--- config.mk ---
export PLATFORM = sky130hd
export DESIGN_NAME = ultrasonic_ranger_occupancy
export DESIGN_NICKNAME = d
export VERILOG_FILES = /design/src/urng_pkg.sv /design/src/urng_ctrl.sv /design/src/urng_div58.sv /design/src/urng_occ.sv /design/src/ultrasonic_ranger_occupancy.sv
export SDC_FILE = /design/constraint.sdc
export NUM_CORES = 1
export LEC_CHECK = 0
export ABC_AREA = 1
export BUFFER_PORTS_ARGS = -buffer_cell sky130_fd_sc_hd__buf_2
export CORE_MARGIN = 10
export CORE_UTILIZATION = 55
export DETAILED_ROUTE_END_ITERATION = 10
export PLACE_DENSITY = 0.72
export SYNTH_ARGS = -nofsm -noshare
export SYNTH_HDL_FRONTEND = slang
export SYNTH_HIERARCHICAL = 1
export SYNTH_SLANG_ARGS = --single-unit
--- constraint.sdc ---
create_clock -name i_clk -period 9.3 [get_ports i_clk]
set_input_delay 0.93 -clock i_clk [delete_from_list [all_inputs] [get_ports i_clk]]
set_output_delay 0.93 -clock i_clk [all_outputs]
set_load 0.005 [all_outputs]
--- src/urng_pkg.sv ---
// ----------------------------------------------------------------------------
// urng_pkg
// Shared types and constants of the ultrasonic ranger with occupancy.
// ----------------------------------------------------------------------------
`default_nettype none

package urng_pkg;

    // Register indexes on the configuration channel
    localparam logic [2:0] REG_OCCUPIED_AT = 3'd0;
    localparam logic [2:0] REG_FREE_AT     = 3'd1;
    localparam logic [2:0] REG_TIMEOUT     = 3'd2;
    localparam logic [2:0] REG_PERIOD      = 3'd3;

    // Register reset values
    localparam logic [9:0]  RST_OCCUPIED_AT = 10'd13;
    localparam logic [9:0]  RST_FREE_AT     = 10'd18;
    localparam logic [15:0] RST_TIMEOUT     = 16'd30000;
    localparam logic [19:0] RST_PERIOD      = 20'd100000;

    localparam logic [9:0]  NO_ECHO_CM      = 10'd999;
    localparam logic [10:0] MAX_REAL_CM     = 11'd998;
    localparam logic [15:0] TRIG_LOW_TICKS  = 16'd2;
    localparam logic [15:0] TRIG_HIGH_TICKS = 16'd10;
    localparam logic [19:0] PERIOD_MAX      = 20'hFFFFF;

    // x / 58 == (x * 72316) >> 22 for every 16-bit x (error 24 * x < 2^22)
    localparam logic [16:0] DIV58_MUL   = 17'd72316;
    localparam int          DIV58_SHIFT = 22;

    // Stage 1 -> stage 2: what one tick produced
    typedef struct packed {
        logic        trig;
        logic        done;
        logic        timed_out;
        logic [15:0] count;
    } t_meas;

    // Stage 2 -> stage 3: same with the count turned into centimeters
    typedef struct packed {
        logic        trig;
        logic        done;
        logic        timed_out;
        logic [10:0] quot;
    } t_quot;

endpackage

`default_nettype wire

--- src/urng_ctrl.sv ---
// ----------------------------------------------------------------------------
// urng_ctrl
// Trigger sequencer and echo timer, one tick per accepted transaction.
// ----------------------------------------------------------------------------
`default_nettype none

module urng_ctrl (
    input  wire                 i_clk,
    input  wire                 i_rst_n,
    input  wire                 i_valid,
    output logic                o_ready,
    input  wire                 i_echo,
    input  wire  [15:0]         i_timeout,
    input  wire  [19:0]         i_period,
    output logic                o_valid,
    input  wire                 i_ready,
    output urng_pkg::t_meas     o_meas
);

    typedef enum logic [2:0] {
        PH_IDLE  = 3'd0,
        PH_LOW   = 3'd1,
        PH_HIGH  = 3'd2,
        PH_RISE  = 3'd3,
        PH_PULSE = 3'd4
    } t_phase;

    t_phase          r_phase, n_phase;
    logic [19:0]     r_period_count, n_period_count;
    logic [15:0]     r_step_count, n_step_count;
    logic            r_valid;
    urng_pkg::t_meas r_meas, n_meas;
    logic            w_accept;

    assign o_ready  = !r_valid || i_ready;
    assign w_accept = i_valid && o_ready;
    assign o_valid  = r_valid;
    assign o_meas   = r_meas;

    always_comb begin
        n_phase        = r_phase;
        n_period_count = r_period_count;
        n_step_count   = r_step_count;
        n_meas         = '0;

        case (r_phase)
            PH_LOW, PH_HIGH, PH_RISE, PH_PULSE: n_phase = r_phase;
            default:                            n_phase = PH_IDLE;
        endcase

        if (n_phase == PH_IDLE && n_period_count >= i_period) begin
            n_phase        = PH_LOW;
            n_step_count   = '0;
            n_period_count = '0;
        end

        case (n_phase)
            PH_LOW: begin
                n_step_count = n_step_count + 16'd1;
                if (n_step_count >= urng_pkg::TRIG_LOW_TICKS) begin
                    n_phase      = PH_HIGH;
                    n_step_count = '0;
                end
            end
            PH_HIGH: begin
                n_meas.trig  = 1'b1;
                n_step_count = n_step_count + 16'd1;
                if (n_step_count >= urng_pkg::TRIG_HIGH_TICKS) begin
                    n_phase      = PH_RISE;
                    n_step_count = '0;
                end
            end
            PH_RISE: begin
                if (i_echo) begin
                    n_phase      = PH_PULSE;
                    n_step_count = '0;
                end else if (n_step_count >= i_timeout) begin
                    n_meas.done      = 1'b1;
                    n_meas.timed_out = 1'b1;
                end else begin
                    n_step_count = n_step_count + 16'd1;
                end
            end
            PH_PULSE: begin
                if (!i_echo) begin
                    n_meas.done = 1'b1;
                end
            end
            default: begin
            end
        endcase

        // the rise tick already counts as a high tick
        if (n_phase == PH_PULSE && i_echo && !n_meas.done) begin
            if (n_step_count >= i_timeout) begin
                n_meas.done      = 1'b1;
                n_meas.timed_out = 1'b1;
            end else begin
                n_step_count = n_step_count + 16'd1;
            end
        end

        n_meas.count = n_step_count;

        if (n_meas.done) begin
            n_phase      = PH_IDLE;
            n_step_count = '0;
        end

        if (n_period_count < urng_pkg::PERIOD_MAX) begin
            n_period_count = n_period_count + 20'd1;
        end
    end

    always_ff @(posedge i_clk) begin
        if (!i_rst_n) begin
            r_phase        <= PH_IDLE;
            r_period_count <= '0;
            r_step_count   <= '0;
            r_valid        <= 1'b0;
        end else begin
            if (w_accept) begin
                r_phase        <= n_phase;
                r_period_count <= n_period_count;
                r_step_count   <= n_step_count;
                r_valid        <= 1'b1;
            end else if (i_ready) begin
                r_valid <= 1'b0;
            end
        end
        if (w_accept) begin
            r_meas <= n_meas;
        end
    end

endmodule

`default_nettype wire

--- src/urng_div58.sv ---
// ----------------------------------------------------------------------------
// urng_div58
// Pulse width to centimeters: divide by 58 through a reciprocal multiply.
// ----------------------------------------------------------------------------
`default_nettype none

module urng_div58 (
    input  wire                 i_clk,
    input  wire                 i_rst_n,
    input  wire                 i_valid,
    output logic                o_ready,
    input  urng_pkg::t_meas     i_meas,
    output logic                o_valid,
    input  wire                 i_ready,
    output urng_pkg::t_quot     o_quot
);

    logic            r_valid;
    urng_pkg::t_quot r_quot, n_quot;
    logic [32:0]     w_prod;

    assign o_ready = !r_valid || i_ready;
    assign o_valid = r_valid;
    assign o_quot  = r_quot;

    assign w_prod = 33'(i_meas.count) * 33'(urng_pkg::DIV58_MUL);

    always_comb begin
        n_quot.trig      = i_meas.trig;
        n_quot.done      = i_meas.done;
        n_quot.timed_out = i_meas.timed_out;
        n_quot.quot      = w_prod[urng_pkg::DIV58_SHIFT +: 11];
    end

    always_ff @(posedge i_clk) begin
        if (!i_rst_n) begin
            r_valid <= 1'b0;
        end else if (i_valid && o_ready) begin
            r_valid <= 1'b1;
        end else if (i_ready) begin
            r_valid <= 1'b0;
        end
        if (i_valid && o_ready) begin
            r_quot <= n_quot;
        end
    end

endmodule

`default_nettype wire

--- src/urng_occ.sv ---
// ----------------------------------------------------------------------------
// urng_occ
// Distance saturation, occupancy hysteresis and the result register.
// ----------------------------------------------------------------------------
`default_nettype none

module urng_occ (
    input  wire                 i_clk,
    input  wire                 i_rst_n,
    input  wire                 i_valid,
    output logic                o_ready,
    input  urng_pkg::t_quot     i_quot,
    input  wire  [9:0]          i_occupied_at,
    input  wire  [9:0]          i_free_at,
    output logic                o_valid,
    input  wire                 i_ready,
    output logic [15:0]         o_data
);

    logic        r_valid;
    logic [9:0]  r_last_distance, n_last_distance;
    logic        r_occupied, n_occupied;
    logic [15:0] r_data, n_data;
    logic [9:0]  w_dist;

    assign o_ready = !r_valid || i_ready;
    assign o_valid = r_valid;
    assign o_data  = r_data;

    assign w_dist = (i_quot.quot > urng_pkg::MAX_REAL_CM) ? urng_pkg::MAX_REAL_CM[9:0]
                                                           : i_quot.quot[9:0];

    always_comb begin
        n_last_distance = r_last_distance;
        n_occupied      = r_occupied;
        if (i_quot.done) begin
            if (i_quot.timed_out) begin
                n_last_distance = urng_pkg::NO_ECHO_CM;
            end else begin
                n_last_distance = w_dist;
                if (!r_occupied) begin
                    if (w_dist <= i_occupied_at) n_occupied = 1'b1;
                end else begin
                    if (w_dist >= i_free_at) n_occupied = 1'b0;
                end
            end
        end
        n_data = {2'b00, i_quot.timed_out, i_quot.done, n_occupied,
                  n_last_distance, i_quot.trig};
    end

    always_ff @(posedge i_clk) begin
        if (!i_rst_n) begin
            r_valid         <= 1'b0;
            r_last_distance <= urng_pkg::NO_ECHO_CM;
            r_occupied      <= 1'b0;
        end else if (i_valid && o_ready) begin
            r_valid         <= 1'b1;
            r_last_distance <= n_last_distance;
            r_occupied      <= n_occupied;
        end else if (i_ready) begin
            r_valid <= 1'b0;
        end
        if (i_valid && o_ready) begin
            r_data <= n_data;
        end
    end

endmodule

`default_nettype wire

--- src/ultrasonic_ranger_occupancy.sv ---
// ----------------------------------------------------------------------------
// ultrasonic_ranger_occupancy
// Ultrasonic ranger with trigger sequencing, echo timing and occupancy
// hysteresis; one input transaction per microsecond tick.
// ----------------------------------------------------------------------------
//
// Channel   Dir  Handshake                   Payload
// s_axis    in   s_axis_tvalid/tready        tdata[0] echo_level
// m_axis    out  m_axis_tvalid/tready        tdata: trigger, distance, occupied,
//                                            done, no_echo (one per tick)
// cfg       in   i_cfg_valid/o_cfg_ready     i_cfg_index, i_cfg_data
//
// One tick is accepted every cycle unless m_axis stalls with all stages full;
// its result passes the sequencer, divide-by-58 multiply and result registers.
// Throughput is set by the sequencer, which closes its state loop per tick.
// Reset (synchronous, i_rst_n low) idles the sequencer, sets the distance to
// no-echo, clears occupancy and loads the register defaults.
// A stall on m_axis backs up the three stages; s_axis_tready drops only when
// all of them hold data.
// ----------------------------------------------------------------------------
`default_nettype none

module ultrasonic_ranger_occupancy (
    input  wire         i_clk,
    input  wire         i_rst_n,
    // input tick stream
    input  wire         s_axis_tvalid,
    output logic        s_axis_tready,
    input  wire  [7:0]  s_axis_tdata,   // [0] echo_level, [7:1] zero
    // result stream
    output logic        m_axis_tvalid,
    input  wire         m_axis_tready,
    output logic [15:0] m_axis_tdata,   // [0] trigger_level, [10:1] distance_cm,
                                        // [11] slot_occupied, [12] measurement_done,
                                        // [13] no_echo, [15:14] zero
    // configuration writes
    input  wire         i_cfg_valid,
    output logic        o_cfg_ready,
    input  wire  [2:0]  i_cfg_index,
    input  wire  [19:0] i_cfg_data
);

    // configuration registers
    logic [9:0]  r_occupied_at;
    logic [9:0]  r_free_at;
    logic [15:0] r_timeout;
    logic [19:0] r_period;

    // stage handshakes
    logic            w_v1, w_r1, w_v2, w_r2;
    urng_pkg::t_meas w_meas;
    urng_pkg::t_quot w_quot;

    // writes complete at once; a write to an unknown index is dropped
    assign o_cfg_ready = 1'b1;

    always_ff @(posedge i_clk) begin
        if (!i_rst_n) begin
            r_occupied_at <= urng_pkg::RST_OCCUPIED_AT;
            r_free_at     <= urng_pkg::RST_FREE_AT;
            r_timeout     <= urng_pkg::RST_TIMEOUT;
            r_period      <= urng_pkg::RST_PERIOD;
        end else if (i_cfg_valid) begin
            case (i_cfg_index)
                urng_pkg::REG_OCCUPIED_AT: r_occupied_at <= i_cfg_data[9:0];
                urng_pkg::REG_FREE_AT:     r_free_at     <= i_cfg_data[9:0];
                urng_pkg::REG_TIMEOUT:     r_timeout     <= i_cfg_data[15:0];
                urng_pkg::REG_PERIOD:      r_period      <= i_cfg_data;
                default: begin
                end
            endcase
        end
    end

    // stage 1: trigger sequencer and echo timer
    urng_ctrl u_ctrl (
        .i_clk     (i_clk),
        .i_rst_n   (i_rst_n),
        .i_valid   (s_axis_tvalid),
        .o_ready   (s_axis_tready),
        .i_echo    (s_axis_tdata[0]),
        .i_timeout (r_timeout),
        .i_period  (r_period),
        .o_valid   (w_v1),
        .i_ready   (w_r1),
        .o_meas    (w_meas)
    );

    // stage 2: high-tick count to centimeters
    urng_div58 u_div (
        .i_clk   (i_clk),
        .i_rst_n (i_rst_n),
        .i_valid (w_v1),
        .o_ready (w_r1),
        .i_meas  (w_meas),
        .o_valid (w_v2),
        .i_ready (w_r2),
        .o_quot  (w_quot)
    );

    // stage 3: latest distance, hysteresis, result register
    urng_occ u_occ (
        .i_clk         (i_clk),
        .i_rst_n       (i_rst_n),
        .i_valid       (w_v2),
        .o_ready       (w_r2),
        .i_quot        (w_quot),
        .i_occupied_at (r_occupied_at),
        .i_free_at     (r_free_at),
        .o_valid       (m_axis_tvalid),
        .i_ready       (m_axis_tready),
        .o_data        (m_axis_tdata)
    );

endmodule

`default_nettype wire

* Word-level counts from Yosys, hierarchy flattened
Index checks and enable logic that the tools add are counted.
Operators by class: add/sub/neg operators 3, $mul 1, $lt $le $gt $ge 9, eq/ne operators 12, multiplexer cells 40, reductions and logical operators 23
Operator list (count):
- two-way mux 16 bit | 8
- one-hot mux 16 bit (3 select lines) | 1
- two-way mux 20 bit | 2
- adder 16 x 1 -> 16 bit, second input constant | 2
- greater-or-equal comparator 16 bit | 2
- multiplier 16 x 15 -> 31 bit, second input constant | 1
- two-way mux 10 bit | 3
- adder 20 x 1 -> 20 bit, second input constant | 1
- greater-or-equal comparator 20 bit | 1
- < comparator 20 bit, second input constant | 1
- equality test 3 x 2 -> 1 bit, second input constant | 6
- two-way mux 3 bit | 6
- greater-or-equal comparator 16 x 2 -> 1 bit, second input constant | 1
- greater-or-equal comparator 16 x 4 -> 1 bit, second input constant | 1
- two-way mux 1 bit | 14
- > comparator 11 x 10 -> 1 bit, second input constant | 1
- greater-or-equal comparator 10 bit | 1
- <= comparator 10 bit | 1
- equality test 3 x 1 -> 1 bit, second input constant | 3
- equality test 3 bit, second input constant | 3
- one-hot mux 3 bit (3 select lines) | 1
- two-way mux 2 bit | 4
- AND reduction 2 bit | 4
- logical AND 1 bit | 6
- 6 further kinds | 14
Storage, ports and cells: register bits after elaboration 156, output and inout port bits 19

* Depth between registers and ports, before layout
depth in word-level cells 15, depth in mapped cells 49

* By module
Netlist, hierarchy kept.
Modules (own cells, without submodules):
- urng_div58 | instances 1, cells each 700, area an instance 5641.7 µm², sequential area each 440.4 µm²
- urng_ctrl | instances 1, cells each 841, area an instance 5429.0 µm², sequential area each 1371.3 µm²
- ultrasonic_ranger_occupancy | instances 1, cells each 318, area an instance 2253.4 µm², sequential area each 1121.1 µm²
- urng_occ | instances 1, cells each 204, area an instance 1619.1 µm², sequential area each 660.6 µm²

* Worst setup path after synthesis
OpenSTA, ideal clock, no wires.
kind reg2reg, start point register r_period[19], end point register u_ctrl.r_meas, in the netlist u_ctrl/o_meas[11] (data pin), arrival time 5.316 ns, slack 3.730 ns, stages on the path, launching flop included 45, buffers on the path 3, period minus slack after synthesis 5.570 ns, cells stage by stage dfxtp_1 inv_1 ha_1 nand2_2 inv_1 nand2_1 nand2_1 a21oi_1 nand4_2 nand2_4 buf_6 buf_6 nand2_1 inv_1 ha_1 nand4_1 nor2_2 nand2_1 [9 not listed] inv_1 ha_1 inv_1 a21boi_0 o21a_1 o21a_1 o21a_1 o21a_1 o211ai_1 a21boi_0 o21bai_1 nand2_1 nor2_1 buf_2 nand2_1 nor2_2 nand4_1 and2_1
RTL lines:
- from (decl) | line ultrasonic_ranger_occupancy.sv:47 | logic [19:0] r_period;
- from (signal assigned) | line ultrasonic_ranger_occupancy.sv:62 | r_period <= urng_pkg::RST_PERIOD;
- from (signal assigned) | line ultrasonic_ranger_occupancy.sv:68 | urng_pkg::REG_PERIOD: r_period <= i_cfg_data;
- to (signal assigned) | line urng_ctrl.sv:132 | r_meas <= n_meas;
- to (decl) | line urng_ctrl.sv:32 | urng_pkg::t_meas r_meas, n_meas;

==> run_results.csv <==
group,metric,value,unit
routing,drc,0,
critical_path,arrival,7.72,ns
final_layout,drive_gt1_frac,0.07594,
synth,postSynthAreaPerCell,7.243,µm²
final_layout,final_nets,2407,
sta,worst_pin_slew,1.094,ns
floorplan,die-area,34160,µm²
synth,synth_top_area_frac,0.1624,
sta,setup_viol,0,
critical_path,endpoint_kind,"flop",
final_layout,diodes,0,
clock_tree,clockBufferDepth,2,
min_path,hold_class,"flop to flop",
power,leakagePower,8.459,nW
critical_path,cp_common_cell,"nand2_1",
sta,finalCritPeriodShare,0.7930,
clock_tree,post_cts_buffers,0,
final_layout,fillers,2530,
final_layout,layout_common_cells,"nand2_1, inv_1, ha_1",
critical_path,cp_max_fo,36,
placed_design,dpl_cell_area,15430,µm²
clock_tree,cts_sinks,156,
min_path,worstHoldPathCells,0,
critical_path,r2r_end,"u_ctrl/r_step_count[2]$_SDFFE_PN0P_",
floorplan,num_rows,60,
clock_tree,cts_buffers,17,
critical_path,slowest_delay,0.64,ns
floorplan,io_pins,55,
grt,first_global_vias,12770,
placed_design,port_buffers,44,
synth,synth_area,14940,µm²
grt,antenna_found_initial,0,
routing,drtIter0Drc,1020,
critical_path,startpoint,"r_period[15]$_SDFFE_PN1P_",
sta,skew,0.01279,ns
final_layout,final_common_cell,"nand2_1",
final_layout,ff_latch_area,3593,µm²
run,cap_violations,0,
sta,finalSetupTns,0,ns
critical_path,r2r_slack,1.92,ns
critical_path,reg2reg_depth,40,
routing,drtAntennaViolNets,0,
synth,synth_cells,2063,
final_layout,final_area,16060,µm²
grt,grt_pass1_wl,62.94,mm
floorplan,start_util,0.5560,
grt,track_usage,0.2291,
floorplan,die_w,184.8,µm
sta,slew_headroom,0.2697,
routing,routed_wl,38.01,mm
sta,hold_viol,0,
sta,rsz0062_at_grt,"no",
synth,yosys.area.top_type,"ha_1",
grt,overflow,0,
power,p_per_area,172.9,nW/µm²
clock_tree,cts_resized,0,
critical_path,worstSetupStartpointType,"flop",
clock_tree,hold_buffers,0,
routing,drtPass1Iterations,5,
critical_path,rr_startpoint,"r_period[15]$_SDFFE_PN1P_",
clock_tree,root_buffer,"clkbuf_16",
power,ir_drop,0.1173,mV
clock_tree,htreeDepth,4,
status,status,"completed",
critical_path,cp-endpoint,"u_ctrl/r_step_count[2]$_SDFFE_PN0P_",
synth,synthTopCellsByArea,"ha_1, dfxtp_1, nand2_1",
synth,seq_area_frac_synth,0.2405,
floorplan,die-height,184.8,µm
critical_path,path_class,"flop to flop",
clock_tree,clk_latency,0.44,ns
sta,fin_crit,7.375,ns
critical_path,cp.required,9.65,ns
routing,via_per_inst,5.305,
placed_design,hpwl,30.42,mm
final_layout,multi_input_area,9534,µm²
floorplan,coreArea,26880,µm²
grt,grt_max_degree,68,
clock_tree,cts_tree,"yes",
clock_tree,path_clk_slew,0.07,ns
critical_path,critPathSlowestCell,"nor2_1",
sta,finalMaxSlewViolations,0,
final_layout,area_growth,7.494,%
sta,timing.fmax,0.1356,GHz
synth,synth_cell_types,55,
routing,vias,12990,
placed_design,gp_congestion,0.9204,
synth,synth.ff_latch_count,156,
routing,detail_route.wl_per_cell,15.53,µm
synth,ys_warn_count,6,
## flip-flops by register name (all words and copies together), names as in the netlist, 14 cells and up
register,count
u_ctrl/r_period_count,20
u_ctrl/o_meas,19
r_period,20
r_timeout,16
u_occ/o_data,14
u_div/o_quot,14
u_ctrl/r_step_count,16
## how the worst min path moves through the flow
stage                                      startpoint                    endpoint  slack (ns)
after global routing      u_ctrl/o_meas[18]$_DFFE_PP_  u_div/o_quot[13]$_DFFE_PP_        0.44
after detailed placement  u_ctrl/o_meas[18]$_DFFE_PP_  u_div/o_quot[13]$_DFFE_PP_        0.41
after CTS                 u_ctrl/o_meas[18]$_DFFE_PP_  u_div/o_quot[13]$_DFFE_PP_        0.43
after global placement    u_ctrl/o_meas[16]$_DFFE_PP_  u_div/o_quot[11]$_DFFE_PP_        0.41
final                     u_ctrl/o_meas[16]$_DFFE_PP_  u_div/o_quot[11]$_DFFE_PP_        0.43
after floorplan           u_ctrl/o_meas[16]$_DFFE_PP_  u_div/o_quot[11]$_DFFE_PP_        0.40
## metrics by stage
| step | setup slack, ns | utilization | total power, mW | hold WS [ns] | cells |
|---|---|---|---|---|---|
| 6_report | 1.925 | 0.5977 | 2.778 | 0.4280 | 2448 |
| 5_1_grt | 1.388 | 0.5977 | 3.027 | 0.4427 | 2448 |
| 4_1_cts | 2.053 | 0.5977 | 2.780 | 0.4298 | 2448 |
| 3_5_place_dp | 2.073 | 0.5740 | 2.022 | 0.4147 | 2416 |
| 3_3_place_gp | 2.219 | 0.5740 | 1.997 | 0.4080 | 2416 |
| 2_1_floorplan | 3.730 | - | 1.725 | 0.4003 | 2064 |
## critical path, delay by kind of cell (launching register included)
kind | cells | cell delay (ns)
flops | 1 | 0.33
fa+ha+maj | 3 | 0.80
xor+xnor | 1 | 0.32
simple gates | 20 | 3.48
buf+inv | 5 | 0.63
compound gates | 11 | 1.71
## area by class of cell
| type | instances | area share |
|---|---|---|
| clock buffer | 20 | 0.03046 |
| sequential | 156 | 0.2237 |
| multi-input combinational | 1440 | 0.5936 |
| timing repair buffer | 49 | 0.01605 |
| clock inverter | 12 | 0.009191 |
| tap | 341 | 0.02656 |
| inverter | 430 | 0.1005 |
## cells by family after synthesis
logic type,count (synthesis),share of synthesized area
AND/OR/NAND/NOR,952,0.2829
buffers and inverters,468,0.1221
adder cells (fa/ha/maj),277,0.2736
AO/OA/AOI/OAI,197,0.07394
flip-flops,156,0.2405
XOR/XNOR,11,0.006447
other,2,0.0005026
## synthesized netlist by cell type (all sizes together)
cell type    instances
o2111a               1
nand3              166
nand3b               1
o211ai               9
a21boi               4
a21oi               96
a31oi                1
dlygate4sd1          1
a22oi                1
o21a                 5
and2                 6
o21bai               6
xor2                10
o221ai               1
or2                  7
fa                  83
buf                 23
o22ai                9
nand2              486
a21o                 8
o31ai                1
nor2               215
a211o                1
inv                430
dfxtp              109
xnor2                1
and3                 1
conb                 2
nor3                21
nand4               38
nor3b                5
nor4                 6
clkbuf              14
edfxtp              47
ha                 194
o21ai               51
a211oi               3
## power by group
group	leakage, nW	total (mW)	switching, mW	internal (mW)
sequential	1.34	0.767	0.0264	0.741
combinational	6.81	1.26	0.820	0.441
clock	0.314	0.750	0.308	0.442
total	8.46	2.78	1.15	1.62
## metal layers
layer	track usage	wire length, µm
met4	0.08485	1132
met3	0.03625	1866
met5	0	0
met2	0.3885	17830
met1	0.2874	17180
(Power assumes the default switching activity.)
